$ cat src/avr_pkg.sv
// Shared types, constants and tables for the axis vector rotator.
// Holds the item format passed from the front end through the queue to the back end.
// No dependencies.
package avr_pkg;

	// Field widths and the number of rotation steps.
	localparam int COORD_WIDTH    = 24;
	localparam int ANGLE_WIDTH    = 16;
	localparam int ROTATION_STEPS = 16;

	// Internal fixed-point formats.
	localparam int FRAC_BITS  = 16;
	localparam int TURN_WIDTH = 32;
	localparam int ACC_WIDTH  = COORD_WIDTH + FRAC_BITS + 2;
	localparam int KQ_WIDTH   = 32;
	localparam int PROD_WIDTH = COORD_WIDTH + KQ_WIDTH + 1;
	localparam int KQ_SHIFT   = 32 - FRAC_BITS;

	// Gain compensation constant in Q32, trimmed for the step count.
	localparam logic [63:0] KQ_WIDE = 64'h0000_0000_9B74_EDA8
		+ (64'd1738754331 >> (2 * ROTATION_STEPS));
	localparam logic [KQ_WIDTH-1:0] KQ = KQ_WIDE[KQ_WIDTH-1:0];

	// Queue between front and back ends.
	localparam int QUEUE_DEPTH = 4;
	localparam int QPTR_W      = $clog2(QUEUE_DEPTH);
	localparam int QCNT_W      = $clog2(QUEUE_DEPTH + 1);

	// Rotation axis codes.
	typedef enum logic [1:0] {
		AXIS_X,
		AXIS_Y,
		AXIS_Z,
		AXIS_NONE
	} axis_t;

	// Quarter turn removed ahead of the CORDIC steps.
	typedef enum logic [1:0] {
		QUAD_0,
		QUAD_1,
		QUAD_2,
		QUAD_3
	} quad_t;

	// Data that rides alongside the rotation to pick the output order.
	typedef struct packed {
		axis_t                         axis;
		logic signed [COORD_WIDTH-1:0] a_raw;
		logic signed [COORD_WIDTH-1:0] b_raw;
		logic signed [COORD_WIDTH-1:0] pass;
	} meta_t;

	// One classified request, gain already applied.
	typedef struct packed {
		meta_t                        meta;
		quad_t                        quad;
		logic signed [TURN_WIDTH-1:0] resid;
		logic signed [ACC_WIDTH-1:0]  a;
		logic signed [ACC_WIDTH-1:0]  b;
	} item_t;

	// Queue status seen by both ends.
	typedef struct packed {
		logic empty;
		logic full;
	} q_status_t;

	// Arctangent of 2^-idx in units of 2^-32 turn.
	function automatic logic [TURN_WIDTH-1:0] atan_turn(input int idx);
		logic [TURN_WIDTH-1:0] v;
		case (idx)
			0:       v = 32'h2000_0000;
			1:       v = 32'h12E4_051E;
			2:       v = 32'h09FB_385B;
			3:       v = 32'h0511_11D4;
			4:       v = 32'h028B_0D43;
			5:       v = 32'h0145_D7E1;
			6:       v = 32'h00A2_F61E;
			7:       v = 32'h0051_7C55;
			8:       v = 32'h0028_BE53;
			9:       v = 32'h0014_5F2F;
			10:      v = 32'h000A_2F98;
			11:      v = 32'h0005_17CC;
			12:      v = 32'h0002_8BE6;
			13:      v = 32'h0001_45F3;
			14:      v = 32'h0000_A2FA;
			15:      v = 32'h0000_517D;
			16:      v = 32'h0000_28BE;
			17:      v = 32'h0000_145F;
			18:      v = 32'h0000_0A30;
			19:      v = 32'h0000_0518;
			20:      v = 32'h0000_028C;
			21:      v = 32'h0000_0146;
			22:      v = 32'h0000_00A3;
			23:      v = 32'h0000_0051;
			default: v = '0;
		endcase
		return v;
	endfunction

endpackage

$ cat src/avr_front.sv
// Front end of the axis vector rotator: accepts requests, picks the rotation pair,
// splits the angle into quadrant and residual, and applies the gain constant.
// Depends on avr_pkg.
module avr_front (
	input  logic                                 clk,
	input  logic                                 arst_n,
	input  logic                                 in_valid,
	output logic                                 in_stall,
	input  logic [1:0]                           axis_sel,
	input  logic signed [avr_pkg::COORD_WIDTH-1:0] in_x,
	input  logic signed [avr_pkg::COORD_WIDTH-1:0] in_y,
	input  logic signed [avr_pkg::COORD_WIDTH-1:0] in_z,
	input  logic [avr_pkg::ANGLE_WIDTH-1:0]      angle,
	input  avr_pkg::q_status_t                   q_status,
	output logic                                 push,
	output avr_pkg::item_t                       push_item
);
	import avr_pkg::*;

	localparam logic [TURN_WIDTH-1:0] EIGHTH_TURN = TURN_WIDTH'(1) << (TURN_WIDTH - 3);
	localparam logic signed [PROD_WIDTH-1:0] KQ_S = PROD_WIDTH'({1'b0, KQ});

	logic                          front_adv;
	logic                          valid_s1;
	logic                          valid_s2;
	axis_t                         axis_c;
	logic signed [COORD_WIDTH-1:0] sel_a;
	logic signed [COORD_WIDTH-1:0] sel_b;
	logic signed [COORD_WIDTH-1:0] sel_pass;
	logic [TURN_WIDTH-1:0]         turn;
	logic [TURN_WIDTH-1:0]         turn_round;
	quad_t                         quad_c;
	logic signed [TURN_WIDTH-1:0]  resid_c;
	meta_t                         meta_s1;
	quad_t                         quad_s1;
	logic signed [TURN_WIDTH-1:0]  resid_s1;
	logic signed [PROD_WIDTH-1:0]  prod_a;
	logic signed [PROD_WIDTH-1:0]  prod_b;
	item_t                         item_s2;

	// The front moves unless a finished item is blocked by a full queue.
	assign front_adv = !(valid_s2 && q_status.full);
	assign in_stall  = !front_adv;
	assign push      = valid_s2 && !q_status.full;
	assign push_item = item_s2;

	// Pick the coordinate pair across the chosen axis.
	always_comb begin
		axis_c = axis_t'(axis_sel);
		unique case (axis_c) inside
			AXIS_X: begin
				sel_a    = in_y;
				sel_b    = in_z;
				sel_pass = in_x;
			end
			AXIS_Y: begin
				sel_a    = in_z;
				sel_b    = in_x;
				sel_pass = in_y;
			end
			AXIS_Z, AXIS_NONE: begin
				sel_a    = in_x;
				sel_b    = in_y;
				sel_pass = in_z;
			end
			default: begin
				sel_a    = in_x;
				sel_b    = in_y;
				sel_pass = in_z;
			end
		endcase
	end

	// Nearest quarter turn and the signed residual left for CORDIC.
	always_comb begin
		turn       = {angle, {(TURN_WIDTH - ANGLE_WIDTH){1'b0}}};
		turn_round = turn + EIGHTH_TURN;
		quad_c     = quad_t'(turn_round[TURN_WIDTH-1 -: 2]);
		resid_c    = $signed(turn - {quad_c, {(TURN_WIDTH - 2){1'b0}}});
	end

	// Gain compensation, one multiplier for each coordinate of the rotated pair.
	assign prod_a = PROD_WIDTH'(meta_s1.a_raw) * KQ_S;
	assign prod_b = PROD_WIDTH'(meta_s1.b_raw) * KQ_S;

	// Stage valid bits.
	always_ff @(posedge clk or negedge arst_n) begin
		if (!arst_n) begin
			valid_s1 <= 1'b0;
			valid_s2 <= 1'b0;
		end else if (front_adv) begin
			valid_s1 <= in_valid;
			valid_s2 <= valid_s1;
		end
	end

	// Stage payloads.
	always_ff @(posedge clk) begin
		if (front_adv) begin
			meta_s1.axis  <= axis_c;
			meta_s1.a_raw <= sel_a;
			meta_s1.b_raw <= sel_b;
			meta_s1.pass  <= sel_pass;
			quad_s1       <= quad_c;
			resid_s1      <= resid_c;
			item_s2.meta  <= meta_s1;
			item_s2.quad  <= quad_s1;
			item_s2.resid <= resid_s1;
			item_s2.a     <= ACC_WIDTH'(prod_a >>> KQ_SHIFT);
			item_s2.b     <= ACC_WIDTH'(prod_b >>> KQ_SHIFT);
		end
	end

endmodule

$ cat config.mk
export PLATFORM = sky130hd
export DESIGN_NAME = avr_front
export DESIGN_NICKNAME = d
export VERILOG_FILES = /design/src/avr_pkg.sv /design/src/avr_front.sv
export SDC_FILE = /design/constraint.sdc
export NUM_CORES = 2
export LEC_CHECK = 0
export BUFFER_PORTS_ARGS = -buffer_cell sky130_fd_sc_hd__buf_4
export CORE_UTILIZATION = 55
export DETAILED_ROUTE_END_ITERATION = 7
export GPL_ROUTABILITY_DRIVEN = 0
export PLACE_DENSITY = 0.74
export SLEW_MARGIN = 20
export SYNTH_ARGS = -nofsm -noshare
export SYNTH_HDL_FRONTEND = slang
export SYNTH_SLANG_ARGS = --single-unit
$ cat constraint.sdc
create_clock -name clk -period 10.6 [get_ports clk]
set_input_delay 1.59 -clock clk [delete_from_list [all_inputs] [get_ports clk]]
set_output_delay 1.59 -clock clk [all_outputs]
set_load 0.01 [all_outputs]
# After elaboration in Yosys (flattened, before gate mapping)
# Cells that the tools add are included.
# word_totals
ff_bits	300
input_bits	95
out_inout_bits	194
elab_cells	28
# op_classes
add_sub_neg	2
multipliers	2
n_eq_ne	1
n_mux	3
reduce_logical	4
# ops
op	count
$pmux W24 S2	3
$mul A24 B30 Y54 const B	2
$add A32 B30 Y32 const B	1
$sub A32 B32 Y32	1
$eq A2 B1 Y1 const B	1
$logic_and A1 B1 Y1	2
$logic_not A2 Y1	1
$logic_not A1 Y1	1

# Depth between registers and ports, before layout
# depth
word_depth	2
depth_mapped	24
depth_no_buf	22

# Least setup slack after synthesis
# No wires, ideal clock.
# synth_path
path_kind	in2out
start	input q_status[0] (netlist bit)
end	output in_stall
arrival_ns	7.868
t_required_ns	9.010
path_slack_ns	1.142
path_stages	2
path_buffers	0
cell_sequence	nand2_1 inv_1
# synth_between
elab_chain_len	1
# synth_rtl
element	line	source
start: declaration	avr_front.sv:14	input avr_pkg::q_status_t q_status,
$logic_and A1 B1 Y1	avr_front.sv:42	assign front_adv = !(valid_s2 && q_status.full);
end: declaration	avr_front.sv:8	output logic in_stall,
# Every way passes these cells.

# Worst setup path in the final report
# layout_path
start	register meta_s1[27] (netlist bit)
end	register item_s2 (netlist bit push_item[32]) (data pin)
# layout_between
elab_chain_len	1
# layout_rtl
element	line	source
start: declaration	avr_front.sv:34	meta_t meta_s1;
$mul A24 B30 Y54	avr_front.sv:84	assign prod_b = PROD_WIDTH'(meta_s1.b_raw) * KQ_S;
net prod_b[48]	avr_front.sv:38	logic signed [PROD_WIDTH-1:0] prod_b;
end: declaration	avr_front.sv:39	item_t item_s2;
# The timed path passes the listed nets, and every way through them passes these cells.
# A chain may end at the register's enable or synchronous reset.

==> impl_metrics.env <==
export IMPL_hp_class="flip-flop to flip-flop"
export IMPL_initial_utilization_pct=56.1
export IMPL_yosys_warnings=0
export IMPL_dp_final_hpwl_mm=76.2
export IMPL_tightest_slew_ns=0.877
export IMPL_cts_tree="yes"
export IMPL_drcViolationCount=0
export IMPL_ys_top_cells_by_area="fa_1, edfxtp_1, ha_1"
export IMPL_maxSlewViolCount=0
export IMPL_synth_seq_area_share_pct=22.6
export IMPL_timing_final_hold_violations=0
export IMPL_drt_total_wl_mm=90.2
export IMPL_timing_fmax_ghz=0.131
export IMPL_multi_input_area_mm2=0.0239
export IMPL_die_h_um=256
export IMPL_wire_per_inst_um=20.6
export IMPL_syn_inst=3261
export IMPL_drt_met1_wl_mm=35.1
export IMPL_endpoint_kind="flip-flop"
export IMPL_antenna_found_initial=4
export IMPL_row_count=92
export IMPL_port_buffers=271
export IMPL_cts_setup_buffers=0
export IMPL_layout_common_cells="inv_1, fa_1, ha_1"
export IMPL_critPathRequiredTime_ns=10.92
export IMPL_first_global_vias=25400
export IMPL_final_common_cell="inv_1"
export IMPL_cts_sinks=268
export IMPL_avgSynthCellArea_um2=10.9
export IMPL_critPathLaunchType="flip-flop"
export IMPL_fin_nets=4704
export IMPL_vias=23800
export IMPL_timing_setup_tns_ns=0
export IMPL_synth_top_area_share_pct=33.3
export IMPL_netlist_area_mm2=0.0356
export IMPL_cp_max_fo=8
export IMPL_die_w_um=256
export IMPL_vias_per_cell=5.44
export IMPL_clk_pin_slew_ns=0.06
export IMPL_post_cts_resized=0
export IMPL_arrival_ns=7.96
export IMPL_numCtsBuffers=34
export IMPL_dr_wl_met2_mm=43.4
export IMPL_finalCriticalPeriod_ns=7.65
export IMPL_ctsHoldBuffers=0
export IMPL_regArea_mm2=0.00804
export IMPL_gr_total_overflow=0
export IMPL_dp_cells=4325
export IMPL_dr_wl_met3_mm=8.24
export IMPL_ios=289
export IMPL_drtPass1Iterations=6
export IMPL_clk_latency_ns=0.57
export IMPL_die_area_mm2=0.0658
export IMPL_synth_edf_count=266
export IMPL_cts_root_buffer="clkbuf_16"
export IMPL_dr_max_layer_used="met5"
export IMPL_ant_nets=0
export IMPL_cts_buffer_depth=3
export IMPL_drtIter0Drc=1786
export IMPL_fin_crit_sh_pct=72.2
export IMPL_area_growth_pct=11.1
export IMPL_maxSlewHeadroom_pct=40.9
export IMPL_yosys_most_used_dff="edfxtp_1"
export IMPL_crit_type="flip-flop to flip-flop"
export IMPL_skew_ns=0.0308
export IMPL_maxCapViolations=0
export IMPL_n_fill_cell=5136
export IMPL_ys_seq_elements=268
export IMPL_grtUsageTotal_pct=28.5
export IMPL_final_layout_size_suffix_gt1_share_pct=10.3
export IMPL_htree_levels=2
export IMPL_status="completed"
export IMPL_grt_pass1_wl_mm=142
export IMPL_async_flop_share_pct=0.746
export IMPL_rsz0062_at_grt="no"
export IMPL_finalSetupViolCount=0
export IMPL_synth_top_cell_by_area="fa_1"
export IMPL_ys_types=75
export IMPL_coreArea_mm2=0.0635
export IMPL_fin_cells=4386
export IMPL_grt_max_degree=105
-- kinds of logic after synthesis --
family	synth area share, %
AO/OA/AOI/OAI	6.99
XOR/XNOR	2.04
adder cells (fa/ha/maj)	50.9
buffers and inverters	10.6
flip-flops	22.6
multiplexers	2.09
other	0.0105
AND/OR/NAND/NOR	4.80
-- synth_stat cells (3+ instances only) --
master      n
a211oi_1    6
a211oi_2    3
a21o_1     43
a21oi_1   109
a31o_2      4
a31oi_1    14
a41oi_1     4
and2_1     10
and3_1     11
buf_1       6
buf_2      12
buf_4      18
clkbuf_1   38
edfxtp_1  266
fa_1      592
ha_1      502
inv_1     910
mux2i_1    72
nand2_1   168
nand2b_1    8
nand3_1    27
nand3b_1    3
nand4_1    24
nor2_1     67
nor2b_1    11
nor3_1     14
nor4_1      6
o211ai_1    6
o21a_1      4
o21ai_0   115
o21ai_1    11
o21bai_1   22
o221ai_1    6
o31a_1      3
o31ai_1     5
or2_2       8
or3_1       5
xnor2_1    54
xor2_1     29
-- worst paths after layout --
path / slack [ns] / from / cells after the start / to
max in group asynchronous: 9.72 / arst_n / 1 / valid_s2
min reg2reg: 0.42 / resid_s1[27] / 0 / push_item[111]
min: 0.42 / resid_s1[27] / 0 / push_item[111]
max: 2.95 / meta_s1[27] / 20 / push_item[32]
max reg2reg: 2.95 / meta_s1[27] / 20 / push_item[32]
min in group asynchronous: 0.80 / arst_n / 1 / valid_s1
-- registers in the layout, indices dropped and copies added (netlist names) --
signal     cells
valid_s2       1
valid_s1       1
resid_s1      16
push_item    174
quad_s1        2
meta_s1       74
-- worst max-delay path: stages (launching register included) --
cell and delay (ns):
edfxtp_1 0.64, ha_1 0.62, fa_1 0.50, fa_1 0.57, inv_1 0.08, fa_1 0.50, fa_1 0.58, inv_1 0.06
fa_1 0.49, inv_1 0.06, fa_1 0.47, inv_1 0.04, ha_1 0.38, a21oi_1 0.25, o21ai_1 0.16, a2111oi_1 0.75
nand2_1 0.25, a31o_2 0.36, a31oi_1 0.33, nand2b_1 0.12, xor2_1 0.17
-- metal layers --
| layer | track usage (%) | up-vias |
|---|---|---|
| met3 | 6.49 | 205 |
| met1 | 36.6 | 11900 |
| met4 | 9.99 | 2 |
| li1 | - | 10800 |
| met5 | 0 | - |
| met2 | 47.3 | 947 |
-- through the flow --
step	hold slack, ns	util [%]	cell area, um^2	setup WS [ns]
2_1_floorplan	0.400	-	35700	1.14
3_3_place_gp	0.400	60.5	38500	3.14
3_5_place_dp	0.405	60.5	38500	3.12
4_1_cts	0.419	62.3	39600	3.08
5_1_grt	0.422	62.3	39600	2.62
6_report	0.418	62.3	39600	2.95
-- final cells by class --
class                   instances  share of cell area (%)
inverters                     910                    8.63
clock inverters                20                   0.632
flip-flops and latches        268                    20.3
diodes                          1                 0.00632
repair buffers                277                    5.25
multi-input cells            2024                    60.3
well taps                     846                    2.67
clock buffers                  40                    2.21
Power is not shown: default switching activity piles up to over one toggle a cycle in this logic, so the estimate is an artifact.
