==> config.mk <==
export PLATFORM = sky130hd
export DESIGN_NAME = avr_queue
export DESIGN_NICKNAME = d
export VERILOG_FILES = /design/src/avr_pkg.sv /design/src/avr_queue.sv
export SDC_FILE = /design/constraint.sdc
export NUM_CORES = 1
export LEC_CHECK = 0
export ABC_AREA = 1
export BUFFER_PORTS_ARGS = -buffer_cell sky130_fd_sc_hd__buf_4
export CORE_UTILIZATION = 45
export CTS_CLUSTER_DIAMETER = 100
export DETAILED_ROUTE_END_ITERATION = 8
export PLACE_DENSITY = 0.74
export SLEW_MARGIN = 20
export SYNTH_ARGS = -nofsm -noshare
export SYNTH_HDL_FRONTEND = slang
export SYNTH_SLANG_ARGS = --single-unit
==> constraint.sdc <==
create_clock -name clk -period 15.26 [get_ports clk]
set_input_delay 2.289 -clock clk [delete_from_list [all_inputs] [get_ports clk]]
set_output_delay 2.289 -clock clk [all_outputs]
set_load 0.02 [all_outputs]
==> src/avr_pkg.sv <==
// Shared types, constants and tables for the axis vector rotator.
// Holds the item format passed from the front end through the queue to the back end.
// No dependencies.
package avr_pkg;

	// Field widths and the number of rotation steps.
	localparam int COORD_WIDTH    = 24;
	localparam int ANGLE_WIDTH    = 16;
	localparam int ROTATION_STEPS = 16;

	// Internal fixed-point formats.
	localparam int FRAC_BITS  = 16;
	localparam int TURN_WIDTH = 32;
	localparam int ACC_WIDTH  = COORD_WIDTH + FRAC_BITS + 2;
	localparam int KQ_WIDTH   = 32;
	localparam int PROD_WIDTH = COORD_WIDTH + KQ_WIDTH + 1;
	localparam int KQ_SHIFT   = 32 - FRAC_BITS;

	// Gain compensation constant in Q32, trimmed for the step count.
	localparam logic [63:0] KQ_WIDE = 64'h0000_0000_9B74_EDA8
		+ (64'd1738754331 >> (2 * ROTATION_STEPS));
	localparam logic [KQ_WIDTH-1:0] KQ = KQ_WIDE[KQ_WIDTH-1:0];

	// Queue between front and back ends.
	localparam int QUEUE_DEPTH = 4;
	localparam int QPTR_W      = $clog2(QUEUE_DEPTH);
	localparam int QCNT_W      = $clog2(QUEUE_DEPTH + 1);

	// Rotation axis codes.
	typedef enum logic [1:0] {
		AXIS_X,
		AXIS_Y,
		AXIS_Z,
		AXIS_NONE
	} axis_t;

	// Quarter turn removed ahead of the CORDIC steps.
	typedef enum logic [1:0] {
		QUAD_0,
		QUAD_1,
		QUAD_2,
		QUAD_3
	} quad_t;

	// Data that rides alongside the rotation to pick the output order.
	typedef struct packed {
		axis_t                         axis;
		logic signed [COORD_WIDTH-1:0] a_raw;
		logic signed [COORD_WIDTH-1:0] b_raw;
		logic signed [COORD_WIDTH-1:0] pass;
	} meta_t;

	// One classified request, gain already applied.
	typedef struct packed {
		meta_t                        meta;
		quad_t                        quad;
		logic signed [TURN_WIDTH-1:0] resid;
		logic signed [ACC_WIDTH-1:0]  a;
		logic signed [ACC_WIDTH-1:0]  b;
	} item_t;

	// Queue status seen by both ends.
	typedef struct packed {
		logic empty;
		logic full;
	} q_status_t;

	// Arctangent of 2^-idx in units of 2^-32 turn.
	function automatic logic [TURN_WIDTH-1:0] atan_turn(input int idx);
		logic [TURN_WIDTH-1:0] v;
		case (idx)
			0:       v = 32'h2000_0000;
			1:       v = 32'h12E4_051E;
			2:       v = 32'h09FB_385B;
			3:       v = 32'h0511_11D4;
			4:       v = 32'h028B_0D43;
			5:       v = 32'h0145_D7E1;
			6:       v = 32'h00A2_F61E;
			7:       v = 32'h0051_7C55;
			8:       v = 32'h0028_BE53;
			9:       v = 32'h0014_5F2F;
			10:      v = 32'h000A_2F98;
			11:      v = 32'h0005_17CC;
			12:      v = 32'h0002_8BE6;
			13:      v = 32'h0001_45F3;
			14:      v = 32'h0000_A2FA;
			15:      v = 32'h0000_517D;
			16:      v = 32'h0000_28BE;
			17:      v = 32'h0000_145F;
			18:      v = 32'h0000_0A30;
			19:      v = 32'h0000_0518;
			20:      v = 32'h0000_028C;
			21:      v = 32'h0000_0146;
			22:      v = 32'h0000_00A3;
			23:      v = 32'h0000_0051;
			default: v = '0;
		endcase
		return v;
	endfunction

endpackage

==> src/avr_queue.sv <==
// Short queue between the front and back ends of the axis vector rotator.
// Register-based ring with a combinational head read. Depends on avr_pkg.
module avr_queue (
	input  logic               clk,
	input  logic               arst_n,
	input  logic               push,
	input  avr_pkg::item_t     push_item,
	input  logic               pop,
	output avr_pkg::item_t     head,
	output avr_pkg::q_status_t status
);
	import avr_pkg::*;

	localparam logic [QPTR_W-1:0] LAST_SLOT = QPTR_W'(QUEUE_DEPTH - 1);

	item_t             slot_q [QUEUE_DEPTH];
	logic [QPTR_W-1:0] wr_ptr_q;
	logic [QPTR_W-1:0] rd_ptr_q;
	logic [QCNT_W-1:0] count_q;

	assign status.empty = (count_q == '0);
	assign status.full  = (count_q == QCNT_W'(QUEUE_DEPTH));
	assign head         = slot_q[rd_ptr_q];

	// Pointers and fill count.
	always_ff @(posedge clk or negedge arst_n) begin
		if (!arst_n) begin
			wr_ptr_q <= '0;
			rd_ptr_q <= '0;
			count_q  <= '0;
		end else begin
			if (push) begin
				wr_ptr_q <= (wr_ptr_q == LAST_SLOT) ? '0 : wr_ptr_q + 1'b1;
			end
			if (pop) begin
				rd_ptr_q <= (rd_ptr_q == LAST_SLOT) ? '0 : rd_ptr_q + 1'b1;
			end
			if (push && !pop) begin
				count_q <= count_q + 1'b1;
			end else if (pop && !push) begin
				count_q <= count_q - 1'b1;
			end
		end
	end

	// Entry storage.
	always_ff @(posedge clk) begin
		if (push) begin
			slot_q[wr_ptr_q] <= push_item;
		end
	end

`ifndef SYNTHESIS
	a_no_push_full: assert property (@(posedge clk) disable iff (!arst_n)
		!(push && status.full))
		else $error("queue pushed while full");
	a_no_pop_empty: assert property (@(posedge clk) disable iff (!arst_n)
		!(pop && status.empty))
		else $error("queue popped while empty");
	a_count_range: assert property (@(posedge clk) disable iff (!arst_n)
		count_q <= QCNT_W'(QUEUE_DEPTH))
		else $error("queue count beyond depth");
	a_count_step: assert property (@(posedge clk) disable iff (!arst_n)
		(push && !pop) |=> (count_q == $past(count_q) + 1'b1))
		else $error("queue count missed a request");
`endif

endmodule

* Word level (Yosys, flattened, before mapping)
Memory sizes are Yosys's and may differ from the RTL's.
Cells that the tools add are included.
** Storage, ports and cells
- Bits in read-only memories :: 0
- Memory bits (writable) :: 768
- Output and inout port bits :: 194
- Register bits after elaboration :: 7
- Bits in latches :: 0
- Memories :: 1
- Bits of input ports :: 196
- Word-level logic and storage cells :: 23
** Memory list
- slot_q :: words 4, bits a word 192, rd ports 1, clocked after Yosys merged registers in 0, wr ports 1, RTL line avr_queue.sv:16 : item_t slot_q [QUEUE_DEPTH];
** Operators by class
- $lt $le $gt $ge :: 0
- Add/sub/neg operators :: 4
- Multiply operators :: 0
- Equality and inequality tests :: 3
- Bitwise operators :: 0
- Divide/modulo/power cells :: 0
- Reductions and logical operators :: 6
- Shift-type cells :: 0
- Multiplexer cells :: 6
** Operators with widths (count)
- $mux 3 :: 2
- $add 2x1->2 const B :: 2
- $eq 2x2->1 const B :: 2
- $mux 2 :: 2
- $add 3x1->3 const B :: 1
- $eq 3x3->1 const B :: 1
- $logic_not 3->1 :: 1
- $sub 3x1->3 const B :: 1
- $logic_and 1x1->1 :: 2
- $logic_not 1->1 :: 2
- $mux 1 :: 2
- $reduce_bool 2->1 :: 1

* Depth between registers and ports, before layout
- Depth in word-level cells :: 4
- Depth in mapped cells :: 9
- Depth with buffers taken out :: 9

* Worst setup path before layout
No wires, ideal clock.
- Kind :: input to register
- Start point :: input push
- End point :: memory slot_q[3][0] in the netlist's numbering, enable pin
- Path slack :: 8.693 ns
- Path buffers :: 0
- Cell stages on the path :: 2
- Arrival time :: 6.023 ns
- Setup time :: 0.544 ns
- Data required time :: 14.716 ns
- Cells stage by stage :: nand2_1 -> inv_1
** Between the ends
- Cells in the longest elaborated chain, start to end :: 2
** RTL lines
- start: declaration :: RTL line avr_queue.sv:6 : input logic push,
- $mux 1 :: RTL line avr_queue.sv:48 : if (push) begin
- $mux 1 (implied by the code) :: RTL line avr_queue.sv:49 : slot_q[wr_ptr_q] <= push_item;
- end: declaration :: RTL line avr_queue.sv:16
Every way passes these cells.

==> parameters.txt <==
Parameter                              Value

Yosys
  Sequential share of the synthesized area ... 0.758
  Dominant cells by area after synthesis ... sky130_fd_sc_hd__edfxtp_1, sky130_fd_sc_hd__o211ai_1, sky130_fd_sc_hd__nand2_1
  Number of distinct library cells after synthesis ... 19
  Fraction of synthesized cell area in xor and xnor cells ... 0.000286
  Mean instance size in the synthesized netlist ... 13.4 um2
  Dominant combinational cell family by area after synthesis ... compound AO/OA/AOI/OAI gates
  Syn_nets ... roughly 2500
  Total standard cell area after synthesis ... around 31000 um2
  Area fraction in and, or, nand and nor cells after synthesis ... 0.0733
  Instance count of the mapped netlist ... 2292
  Library cell occupying the most area in the post-synthesis netlist ... sky130_fd_sc_hd__edfxtp_1
  Complex-gate fraction of the synthesized area ... 0.0947
  Number of enable flip-flop cells after synthesis ... 768
  Adder-cell area share of the yosys netlist ... 0.00310
  Most instantiated flip-flop cell in the synthesis netlist ... sky130_fd_sc_hd__edfxtp_1
  Synth warnings ... 0
  Async S/R FF share, synth ... 0.00903
  Area fraction of the dominant cell type after synthesis ... 0.753
  Number of register bits inferred by synthesis ... 775
  Mux share of post-synthesis cell area ... 0

Detailed routing
  Met3 routed WL ... 4870 um
  Detailed-route vias per instance ... a little over 5
  Via count ... 18400
  ANT nets after route ... 0
  Remaining routing DRC violations ... 0
  Overall routed net length ... 65000 um
  Top layer used by detailed routing ... met5
  Average wire length per cell after detail routing ... about 18 um
  Violation count after the first detailed-routing iteration ... between 1000 and 1500
  Routed wire length on met2 ... 32900 um
  Met1 routed wirelength after detailed routing ... approximately 25000 um
  Number of optimization iterations in the first detailed-route pass ... 8

Floorplanning
  Die extent in y ... about 260 um
  Std-Cell Core Area ... 67300 um2
  Starting density of the core ... 0.455
  Core Rows ... 95
  Die width ... between 200 and 300 um
  Top-level I/O count ... 390
  Die area ... 69100 um2

Pwr
  VDD IR max ... roughly 0.00017 V
  Power Density ... between 150 and 200 nW/um2
  Design Power ... between 7 and 8 mW
  Static Leak ... between 10 and 15 nW

Placement
  IO buf count ... a little under 400
  Detail Placement HPWL ... between 30000 and 40000 um
  Number of placed instances, taps included ... 3444
  Gp weighted congestion ... slightly below 0.8
  Worst slack, placed ... just over 9 ns

Clock network
  Clock latency reported for the late side of the worst-skew pair ... approximately 0.62 ns
  Post_cts resized ... 0
  Clock-pin slew reported for the worst setup and hold paths after clock tree synthesis ... ~0.060 ns
  Cts-stage hold buffer count ... 0
  Post-CTS Setup Bufs ... 0
  Clock Sink Count ... around 780
  Clock tree from TritonCTS ... done
  Root Buffer ... sky130_fd_sc_hd__clkbuf_16
  Maximum level of the CTS H-tree ... 3
  Number of buffers created by CTS ... 80
  Clock Path Buffers ... 3

STA
  Count of final hold-check violations ... 0
  Worst clock skew on the final layout ... 0.0169 ns
  Max Clk Rate ... approximately 150 MHz
  Final critical path time including I/O delays and setup ... about 6.5 ns
  Final-report setup violation count ... 0
  RSZ-0062 raised after global routing ... no
  Final slew viol count ... 0
  Crit share post-route ... 0.423
  Final setup slack of the worst path ... 8.80 ns
  Post-Route Setup TNS ... 0 ns
  Slew at the pin closest to its max-slew limit ... approximately 1.4 ns
  Worst slew margin ... 0.0861

Global route
  Final global-route overflow total ... 0
  Via count of the first global-routing pass ... between 15000 and 20000
  Pin count of the biggest net entering global routing ... roughly 240
  Wire length of the first global-routing pass ... 100000 um
  Overall fraction of global-route tracks in use ... 0.187
  Number of antenna violations at the first check in global routing ... 4

Worst setup path
  Critical Setup Path Class ... reg2out
  Endpoint class of the critical path ... output port
  Worst endpoint data arrival time ... between 4 and 5 ns
  Highest net fanout along the worst path ... 206
  Required time of the worst setup path ... around 13 ns
  Cells along the critical path ... inv_8 -> buf_6 -> buf_4 -> nand2_1 -> o211ai_1 -> nand2_1 -> buf_4
  Slowest stage cell, crit path ... sky130_fd_sc_hd__buf_4
  Sort of element at the start of the critical path ... flip-flop
  Delay contributed by the slowest stage of the critical path ... 0.88 ns

Finish
  Share of final-layout standard cells stronger than drive strength 1 ... 0.192
  Number of fill cells in the layout ... 5300
  Non-filler instance count after layout ... 3590
  Layout Area Growth over Synthesis ... 20.0%
  Number of nets in the final layout ... between 2000 and 3000

Run
  Max Cap Viol ... 0

Worst hold path
  Hold/Removal Path Class ... reg2reg

Run status
  Result of the run ... complete, no violations
-- flip-flops by register name, indices dropped and copies added (netlist names) --
signal	count
rd_ptr_q	2
slot_q	768
count_q	3
wr_ptr_q	2
-- cells in the final DEF, fill, tap and decap left out, types with 2 or more instances in the layout --
cell	netlist	final
sky130_fd_sc_hd__edfxtp_1	768	768
sky130_fd_sc_hd__nand2_1	591	591
sky130_fd_sc_hd__buf_4	14	404
sky130_fd_sc_hd__inv_1	396	391
sky130_fd_sc_hd__o211ai_1	384	384
sky130_fd_sc_hd__clkbuf_16	0	83
sky130_fd_sc_hd__clkbuf_1	39	19
sky130_fd_sc_hd__clkinv_1	0	17
sky130_fd_sc_hd__clkinv_2	0	9
sky130_fd_sc_hd__bufinv_16	0	7
sky130_fd_sc_hd__inv_8	0	6
sky130_fd_sc_hd__ha_1	6	6
sky130_fd_sc_hd__dfrtp_1	7	6
sky130_fd_sc_hd__clkinvlp_4	0	5
sky130_fd_sc_hd__o21ai_0	4	4
sky130_fd_sc_hd__nor3_1	2	2
sky130_fd_sc_hd__nor2_1	2	2
sky130_fd_sc_hd__clkinv_8	0	2
sky130_fd_sc_hd__inv_16	0	2
-- per-layer routing --
layer  global-route usage  vias to the layer above
li1                     -                     8780
met1                0.216                     8887
met2                0.328                      541
met3               0.0521                      137
met4               0.0792                        6
met5                    0                        -
-- power breakdown --
part | switching [mW] | internal (mW) | leakage [nW]
registers | 0.0929 | 2.73 | 7.14
logic | 1.66 | 0.826 | 6.31
clock network | 0.782 | 1.12 | 1.25
-- logic make-up (layout without fill, tap and decap cells) --
| logic type | count (synthesis) | after routing |
|---|---|---|
| xor gates and xnor gates | 1 | 1 |
| DFF | 775 | 775 |
| AOI/OAI and AO/OA | 388 | 388 |
| buffers and inverters | 524 | 948 |
| adders and majority gates | 7 | 7 |
| other | 0 | 1 |
| and+or+nand+nor | 597 | 597 |
-- metrics by stage --
| step | hold WS (ns) | utilization | instance area [um2] |
|---|---|---|---|
| finish | 0.500 | 0.547 | 36800 |
| global route | 0.532 | 0.547 | 36800 |
| CTS | 0.501 | 0.547 | 36800 |
| detailed placement | 0.490 | 0.508 | 34200 |
| global placement | 0.480 | 0.508 | 34200 |
| floorplan | 0.463 | - | 30600 |
-- cells in the mapped netlist, types with 2 or more instances --
library cell / count
sky130_fd_sc_hd__ha_1: 6
sky130_fd_sc_hd__nor2_1: 2
sky130_fd_sc_hd__edfxtp_1: 768
sky130_fd_sc_hd__nor3_1: 2
sky130_fd_sc_hd__o211ai_1: 384
sky130_fd_sc_hd__clkbuf_1: 39
sky130_fd_sc_hd__dfrtp_1: 7
sky130_fd_sc_hd__inv_1: 396
sky130_fd_sc_hd__nand2_1: 591
sky130_fd_sc_hd__o21ai_0: 4
sky130_fd_sc_hd__buf_2: 67
sky130_fd_sc_hd__buf_6: 6
sky130_fd_sc_hd__buf_4: 14
-- path summary, 6_finish.rpt --
kind	from	to	slack [ns]	depth (start not counted)
max	rd_ptr_q[0]	head[88]	8.80	7
min	count_q[2]	count_q[2]	0.50	2
max reg2reg	wr_ptr_q[1]	slot_q[1][70]	12.54	5
min reg2reg	count_q[2]	count_q[2]	0.50	2
max in group asynchronous	arst_n	rd_ptr_q[1]	13.64	1
min in group asynchronous	arst_n	rd_ptr_q[1]	1.48	1
-- final cells by class --
type | instances | area [um2] | area share
diodes | 1 | 2.50 | 0.0000680
repair buffers | 406 | 3060 | 0.0833
inverters | 397 | 1530 | 0.0417
flip-flops and latches | 775 | 23200 | 0.632
multi-input cells | 993 | 5250 | 0.143
well taps | 873 | 1090 | 0.0297
clock inverters | 43 | 440 | 0.0120
clock buffers | 102 | 2150 | 0.0584
-- critical path: cells and delay by family (launching register included) --
family	cells	cell delay (ns)
buffers and inverters	4	2.39
AND/OR/NAND/NOR	2	0.24
AO/OA/AOI/OAI	1	0.13
flip-flops	1	0.45
Note: power is estimated with default switching activity, not from simulation.
